--- src/hw/rtl/smpd_pkg.sv ---
// Package with the types and constants of the serial mouse packet decoder.
package smpd_pkg;

  // Where the decoder stands within a five-byte packet.
  typedef enum logic [2:0] {
    POS_HUNT = 3'd0,
    POS_X1   = 3'd1,
    POS_Y1   = 3'd2,
    POS_X2   = 3'd3,
    POS_Y2   = 3'd4
  } pos_t;

  localparam int unsigned BYTE_W   = 8;
  localparam int unsigned BUTTON_W = 3;

  // Bit 7 marks the first byte of a packet.
  localparam int unsigned SYNC_BIT = 7;

  // Button bit positions, both in byte one and in the sticky down flags.
  localparam int unsigned LEFT_BIT   = 2;
  localparam int unsigned MIDDLE_BIT = 1;
  localparam int unsigned RIGHT_BIT  = 0;

endpackage

--- src/hw/rtl/serial_mouse_packet_decoder_top.sv ---
// Top level of the five-byte serial mouse packet decoder.
//
// Usage: received serial bytes enter on the rx channel (rx_byte with
// rx_valid and rx_ready), one request per byte. While hunting, a byte with
// bit 7 clear is dropped; a byte with bit 7 set opens a packet, and the
// next four bytes are taken whatever their value. The fifth byte yields
// one request on the result channel (res_valid and res_ready) carrying
// dx, dy, the three button levels and the three release flags.
//
// The result is registered and appears in the cycle after the fifth byte is accepted.
// Throughput: one byte per cycle, set by the single result register that
// follows the packet logic; a new byte is taken while a result still waits,
// as long as the receiver drains it in the same cycle.
//
// Reset puts the decoder back to hunting, clears the sticky down flags and
// empties the result register. When the receiver stalls, the result is
// held unchanged and rx_ready stays low until it is taken, so no byte is
// lost and no result is overwritten.
module serial_mouse_packet_decoder_top (
  input  logic                          clk,
  input  logic                          rst,
  input  logic                          rx_valid,
  output logic                          rx_ready,
  input  logic [smpd_pkg::BYTE_W-1:0]   rx_byte,
  output logic                          res_valid,
  input  logic                          res_ready,
  output logic signed [7:0]             dx,
  output logic signed [8:0]             dy,
  output logic                          left_pressed,
  output logic                          middle_pressed,
  output logic                          right_pressed,
  output logic                          left_released,
  output logic                          middle_released,
  output logic                          right_released
);
  import smpd_pkg::*;

  // Packet position and captured bytes.
  pos_t                pos, pos_next;
  logic [BUTTON_W-1:0] button_bits, button_bits_next;
  logic [BYTE_W-1:0]   first_x_byte, first_x_byte_next;
  logic [BYTE_W-1:0]   first_y_byte, first_y_byte_next;
  logic [BUTTON_W-1:0] buttons_down, buttons_down_next;

  logic                rx_take;
  logic                emit;
  logic [BYTE_W-1:0]   y_sum;
  logic [BUTTON_W-1:0] rel;

  // The result register can take a new value when it is empty or drained.
  assign rx_ready = !res_valid || res_ready;
  assign rx_take  = rx_valid && rx_ready;

  // The vertical sum of bytes three and five, negated after sign extension.
  assign y_sum = first_y_byte + rx_byte;

  always_ff @(posedge clk) begin
    if (rst) begin
      pos          <= POS_HUNT;
      buttons_down <= '0;
    end else begin
      pos          <= pos_next;
      buttons_down <= buttons_down_next;
    end
    button_bits  <= button_bits_next;
    first_x_byte <= first_x_byte_next;
    first_y_byte <= first_y_byte_next;
  end

  always_comb begin
    pos_next          = pos;
    button_bits_next  = button_bits;
    first_x_byte_next = first_x_byte;
    first_y_byte_next = first_y_byte;
    buttons_down_next = buttons_down;
    emit              = 1'b0;
    rel               = '0;
    if (rx_take) begin
      unique case (pos)
        POS_X1: begin
          first_x_byte_next = rx_byte;
          pos_next          = POS_Y1;
        end
        POS_Y1: begin
          first_y_byte_next = rx_byte;
          pos_next          = POS_X2;
        end
        POS_X2: begin
          first_x_byte_next = first_x_byte + rx_byte;
          pos_next          = POS_Y2;
        end
        POS_Y2: begin
          emit     = 1'b1;
          pos_next = POS_HUNT;
          // With no button held, every sticky flag is reported and cleared.
          if (button_bits == '0) begin
            rel               = buttons_down;
            buttons_down_next = '0;
          end else begin
            buttons_down_next = buttons_down | button_bits;
          end
        end
        default: begin
          if (rx_byte[SYNC_BIT]) begin
            button_bits_next = ~rx_byte[BUTTON_W-1:0];
            pos_next         = POS_X1;
          end else begin
            pos_next = POS_HUNT;
          end
        end
      endcase
    end
  end

  // Result register.
  always_ff @(posedge clk) begin
    if (rst) begin
      res_valid <= 1'b0;
    end else if (emit) begin
      res_valid <= 1'b1;
    end else if (res_ready) begin
      res_valid <= 1'b0;
    end
    if (emit) begin
      dx              <= $signed(first_x_byte);
      dy              <= -$signed({y_sum[BYTE_W-1], y_sum});
      left_pressed    <= button_bits[LEFT_BIT];
      middle_pressed  <= button_bits[MIDDLE_BIT];
      right_pressed   <= button_bits[RIGHT_BIT];
      left_released   <= rel[LEFT_BIT];
      middle_released <= rel[MIDDLE_BIT];
      right_released  <= rel[RIGHT_BIT];
    end
  end

endmodule

--- config.mk ---
export PLATFORM = sky130hd
export DESIGN_NAME = serial_mouse_packet_decoder_top
export DESIGN_NICKNAME = d
export VERILOG_FILES = /design/src/hw/rtl/smpd_pkg.sv /design/src/hw/rtl/serial_mouse_packet_decoder_top.sv
export SDC_FILE = /design/constraint.sdc
export NUM_CORES = 1
export LEC_CHECK = 0
export ABC_CLOCK_PERIOD_IN_PS = 6800
export BUFFER_PORTS_ARGS = -buffer_cell sky130_fd_sc_hd__buf_2
export CELL_PAD_IN_SITES_DETAIL_PLACEMENT = 1
export CELL_PAD_IN_SITES_GLOBAL_PLACEMENT = 2
export CORE_MARGIN = 2
export CORE_UTILIZATION = 38
export CTS_BUF_LIST = sky130_fd_sc_hd__clkbuf_4 sky130_fd_sc_hd__clkbuf_8
export CTS_CLUSTER_DIAMETER = 40
export DETAILED_ROUTE_END_ITERATION = 6
export GPL_TIMING_DRIVEN = 0
export PLACE_DENSITY_LB_ADDON = 0.1
export SETUP_SLACK_MARGIN = 0.05
export SLEW_MARGIN = 20
export SYNTH_ARGS = -nofsm -noshare
export SYNTH_HDL_FRONTEND = slang
export SYNTH_SLANG_ARGS = --single-unit
--- constraint.sdc ---
create_clock -name clk -period 6.8 [get_ports clk]
set_clock_uncertainty 0.2 [all_clocks]
set_input_delay 0 -clock clk [delete_from_list [all_inputs] [get_ports clk]]
set_output_delay 0 -clock clk [all_outputs]
set_load 0.005 [all_outputs]
# Word level (Yosys, flattened, before mapping)
# Cells that the tools add are included.
[op_classes]
mux = 8
add_sub_neg = 3
n_reduce_logical = 12
n_bitwise = 3
eq_ne = 4
[op_table]
columns = ["op", "count"]
rows = [
  ["8-bit adder", 2],
  ["8-bit case mux with 2 select lines", 1],
  ["3-bit case mux with 4 select lines", 1],
  ["8-bit negator with 9-bit output", 1],
  ["3-bit by 2-bit equality test with 1-bit output (second input constant)", 2],
  ["2-bit AND reduction", 3],
  ["3-bit AND reduction", 2],
  ["1-bit two-way mux", 5],
  ["2-bit nonzero test", 2],
  ["4-bit OR reduction", 1],
  ["3-bit by 1-bit equality test with 1-bit output (second input constant)", 1],
  ["3-bit equality test (second input constant)", 1],
  ["3-bit zero test", 1],
  ["3-bit two-way mux", 1],
  ["3-bit inverter", 1],
  ["3-bit OR", 1],
  ["1-bit logical AND", 1],
  ["1-bit zero test", 1],
  ["1-bit logical OR", 1],
  ["1-bit inverter", 1],
]
[totals]
regBits = 49
word_cells = 44

# Longest topological paths before layout
[depth]
depth_word = 5
mapped_depth = 9
depth_no_buf = 9

# Least setup slack after synthesis
# No wires, ideal clock.
[synth_timing]
path_kind = "register to register"
from = "register first_y_byte[0]"
to = "register dy[6], data pin"
required_time_ns = 6.334
synth_period_minus_slack_ns = 2.496
arrival_time_ns = 2.030
path_stages_with_launch = 9
slack_ns = 4.304
path_buffers = 0
cell_sequence = "edfxtp_1 > ha_1 > fa_1 > a211oi_2 > nor2_1 > xor2_1 > or2_1 > nor4_1 > nor2_1"
[synth_between]
elab_chain_cells = 2
[synth_rtl]
columns = ["item", "line", "rtl"]
rows = [
  ["start, declared", "serial_mouse_packet_decoder_top.sv:42", "logic [BYTE_W-1:0] first_y_byte, first_y_byte_next;"],
  ["start signal, assigned", "serial_mouse_packet_decoder_top.sv:67", "first_y_byte <= first_y_byte_next;"],
  ["8-bit adder", "serial_mouse_packet_decoder_top.sv:55", "assign y_sum = first_y_byte + rx_byte;"],
  ["8-bit negator with 9-bit output", "serial_mouse_packet_decoder_top.sv:126", "dy <= -$signed({y_sum[BYTE_W-1], y_sum});"],
  ["end signal, assigned", "serial_mouse_packet_decoder_top.sv:126", ""],
  ["end, declared", "serial_mouse_packet_decoder_top.sv:28", "output logic signed [8:0] dy,"],
]
# Every way passes these cells.
# A chain may end at the register's enable or synchronous reset.

# Worst setup path in the final report
[layout_timing]
from = "input rx_byte[0] (netlist bit)"
to = "register dy[6], data pin"
[layout_between]
elab_chain_cells = 2
[layout_rtl]
columns = ["item", "line", "rtl"]
rows = [
  ["start, declared", "serial_mouse_packet_decoder_top.sv:24", "input logic [smpd_pkg::BYTE_W-1:0] rx_byte,"],
  ["8-bit adder", "serial_mouse_packet_decoder_top.sv:55", ""],
  ["8-bit negator with 9-bit output", "serial_mouse_packet_decoder_top.sv:126", ""],
]
# Every way passes these cells.

==> summary.txt <==
Power
  – Switching part of the total: 0.2352
  – Fraction of power consumed by sequential logic: 0.540
  – Share of total power in the clock network: 0.345
  – Part of the total power dissipated in combinational logic: 0.115
  – Maximum vdd drop: 0.09960 mV
  – Ratio of total power to cell area: 215.6 nW/um^2
  – Leakage power of the design: 1.122 nW
  – Design Power: 0.6223 mW
  – Internal Pwr Total: 0.4760 mW
  – Reported net switching power: 0.1463 mW

STA
  – Highest clock rate: 370.5 MHz
  – Worst slew pin tran: 952.3 ps
  – Final critical-path share of the clock period: 0.3969
  – Final Max Slew Viols: 0
  – Number of failing setup endpoints in the final timing report: 0
  – Final total negative setup slack: 0 ps
  – Final critical delay including setup and external delays: 2699 ps
  – Number of endpoints with negative hold slack in the final report: 0
  – Setup repair after global routing missed its margin: no
  – Slew margin rel.: 0.3612

Clock network
  – Root buffer cell: sky130_fd_sc_hd__clkbuf_8
  – CTS tree: built
  – Worst-skew pair later-pin latency: 310 ps
  – Post-CTS setup-driven buffer insertion count: 0
  – Number of buffers between clock root and the deepest sink: 2
  – Cts bufs inserted: 5
  – Clock Sink Count: 49
  – Clock-pin slew of the registers on the worst-case setup and hold paths: 100 ps
  – Number of H-tree levels: 2

Synth
  – Number of enable-type register cells in the synthesized netlist: 42
  – Fraction of the yosys area taken by sequential cells: 0.5917
  – Register bit count reported by yosys: 49
  – Number of instances in the synthesized netlist: 189
  – Net count after synthesis: 218
  – Dominant register cell in the synthesized netlist: sky130_fd_sc_hd__edfxtp_1
  – Mean instance size in the synthesized netlist: 12.53 um^2
  – Yosys warnings: 0
  – Number of different library cells in the post-synthesis netlist: 39
  – Synth async-reset ratio: 0
  – Post-synth design cell area: 2369 um^2

Placement
  – Post-detail-place hpwl: 3317 um
  – Count of input and output buffers: 36
  – Weighted congestion at the end of routability-driven global placement: 0.8090

Critical path
  – Peak fanout along the critical path: 5
  – Arr. time, crit path: 2550 ps
  – Worst Setup Path Type: in -> reg
  – Reg-to-reg slack, setup: 4120 ps
  – CP Capture Type: flip-flop
  – Data required time of the worst path: 6650 ps
  – Nature of the critical path startpoint: primary input

GRT
  – Number of antenna violations at the first check in global routing: 0
  – Total Routing Usage GR: 0.1462
  – Total grt overflow: 0
  – Met1 Track Usage GR: 0.1886
  – GR Util met3: 0.03579
  – Met2 global-route usage: 0.2375
  – Global route hottest layer: met2
  – Via count of the first global-routing pass: 1670
  – Largest net degree at the start of global routing: 27
  – Wire length of the first global-routing pass: 8086 um

Floorplan
  – Boundary Pins: 37
  – Starting Density: 0.3977
  – Floorplan Core Area: 5956 um^2
  – Height of the chip: 82.95 um
  – Die Width: 82.95 um
  – Die area: 6881 um^2
  – Number of standard-cell rows in the floorplan: 28

Detailed routing
  – Number of vias after detailed routing: 1588
  – Drt total wl: 4569 um
  – ANT nets after route: 0
  – Detailed-route wire length per cell: 14.23 um
  – Via-to-Cell Ratio: 4.947
  – Count of unresolved DRC violations after routing: 0
  – Count of TritonRoute iterations in the first routing pass: 4
  – First-iteration detailed-routing DRC count: 39

Final layout
  – Post-layout util: 0.4847
  – Commonest cells after routing, fill and taps aside: sky130_fd_sc_hd__edfxtp_1, sky130_fd_sc_hd__buf_2, sky130_fd_sc_hd__ha_1
  – Most frequent standard cell in the layout excluding fill and tap cells: sky130_fd_sc_hd__edfxtp_1
  – Filler cells: 673
  – Layout Nets: 274
  – Ant diodes: 0
  – Share of layout cells above drive strength 1: 0.2154
  – Layout overhead on the synthesized area: 21.87%

Flow run
  – Max-capacitance violation count: 0

Min path
  – Class of the worst hold path: in -> reg

Status
  – Outcome: finished, final reports clean
state kept, by name, summed over array words and instances (netlist names):
register / flops
button_bits: 3
buttons_down: 3
dx: 8
dy: 9
first_x_byte: 8
first_y_byte: 8
left_pressed: 1
left_released: 1
middle_pressed: 1
middle_released: 1
pos: 3
res_valid: 1
right_pressed: 1
right_released: 1
worst max-delay path: stages:
cell and delay (ps):
sky130_fd_sc_hd__dlygate4sd3_1 520, sky130_fd_sc_hd__buf_2 160, sky130_fd_sc_hd__ha_1 230, sky130_fd_sc_hd__fa_1 420, sky130_fd_sc_hd__a211oi_2 230, sky130_fd_sc_hd__nor2_1 90, sky130_fd_sc_hd__xor2_1 180, sky130_fd_sc_hd__or2_1 260
sky130_fd_sc_hd__nor4_1 370, sky130_fd_sc_hd__nor2_1 100
kinds of logic (layout without fill, tap and decap cells):
| kind of cell | count (synthesis) | in the layout | synth area share |
|---|---|---|---|
| xor gates and xnor gates | 17 | 17 | 0.06921 |
| AOI/OAI and AO/OA | 38 | 38 | 0.09984 |
| adders and majority gates | 18 | 18 | 0.1004 |
| muxes | 1 | 1 | 0.004754 |
| buffers and inverters | 14 | 71 | 0.02218 |
| and+or+nand+nor | 52 | 52 | 0.1120 |
| DFF | 49 | 49 | 0.5917 |
power groups by stage:
stage	combinational [mW]	clock, mW	sequential [mW]
after floorplan	0.0491	0	0.342
after global placement	0.0642	0	0.343
after detailed placement	0.0670	0	0.343
after CTS	0.0730	0.221	0.336
after global routing	0.0831	0.230	0.337
final	0.0718	0.214	0.336
cells in the mapped netlist, types with 2 or more instances:
master / number / area, um^2
sky130_fd_sc_hd__edfxtp_1: 42 / 1261
sky130_fd_sc_hd__ha_1: 15 / 187.7
sky130_fd_sc_hd__a21oi_1: 14 / 70.07
sky130_fd_sc_hd__nand2_1: 13 / 48.80
sky130_fd_sc_hd__inv_1: 12 / 45.04
sky130_fd_sc_hd__nor2_1: 12 / 45.04
sky130_fd_sc_hd__xor2_1: 8 / 70.07
sky130_fd_sc_hd__dfxtp_1: 7 / 140.1
sky130_fd_sc_hd__nor3_1: 7 / 35.03
sky130_fd_sc_hd__o21ai_0: 7 / 35.03
sky130_fd_sc_hd__xnor2_1: 7 / 61.31
sky130_fd_sc_hd__nand3_1: 5 / 25.02
sky130_fd_sc_hd__and2_1: 4 / 25.02
sky130_fd_sc_hd__and3_1: 3 / 18.77
sky130_fd_sc_hd__o21a_1: 3 / 22.52
sky130_fd_sc_hd__o31ai_1: 3 / 22.52
sky130_fd_sc_hd__a21o_1: 2 / 15.01
sky130_fd_sc_hd__fa_1: 2 / 40.04
sky130_fd_sc_hd__o21ai_1: 2 / 10.01
sky130_fd_sc_hd__o21bai_1: 2 / 15.01
per-layer routing:
layer  vias up  wire [um]
met4         0         74
met1       760       2099
met3         5        159
met5         -          0
met2        27       2236
li1        796          -
worst paths after layout:
path                                           startpoint  cells past startpoint                        end
worst max-delay path                           rx_byte[0]                     10            dy[6]$_DFFE_PP_
worst min-delay path                           rx_byte[3]                      2  first_y_byte[3]$_DFFE_PP_
worst max register to register  first_y_byte[0]$_DFFE_PP_                      8            dy[6]$_DFFE_PP_
worst min register to register  first_x_byte[6]$_DFFE_PP_                      0            dx[6]$_DFFE_PP_
final cells by class:
class | count | area, um^2 | share of cell area
Timing Repair Buffer | 49 | 305.3 | 0.1058
Clock buffer | 5 | 68.82 | 0.02384
Buffer | 1 | 3.754 | 0.001300
Tap cell | 75 | 93.84 | 0.03251
Multi-Input combinational cell | 126 | 920.9 | 0.3190
Inverter | 13 | 48.80 | 0.01691
Clock inverter | 3 | 43.79 | 0.01517
Sequential cell | 49 | 1401 | 0.4855
per-stage QoR:
step                      area [um^2]  hold slack, ps  std cells  worst slack (ps)
after floorplan                  2369          -130.9        189              4304
after global placement           2643           46.15        300              4163
after detailed placement         2654           49.25        301              4124
after CTS                        2887           254.7        321              4102
after global routing             2887           266.7        321              3903
final                            2887           265.1        321              4101
what timing repair did:
| action | 4_1_cts | 5_1_grt |
|---|---|---|
| gates resized for setup | 0 | 0 |
| hold buffers | 12 | 0 |
| endpoints found under the hold margin | 29 | 0 |
(Power assumes the default switching activity.)
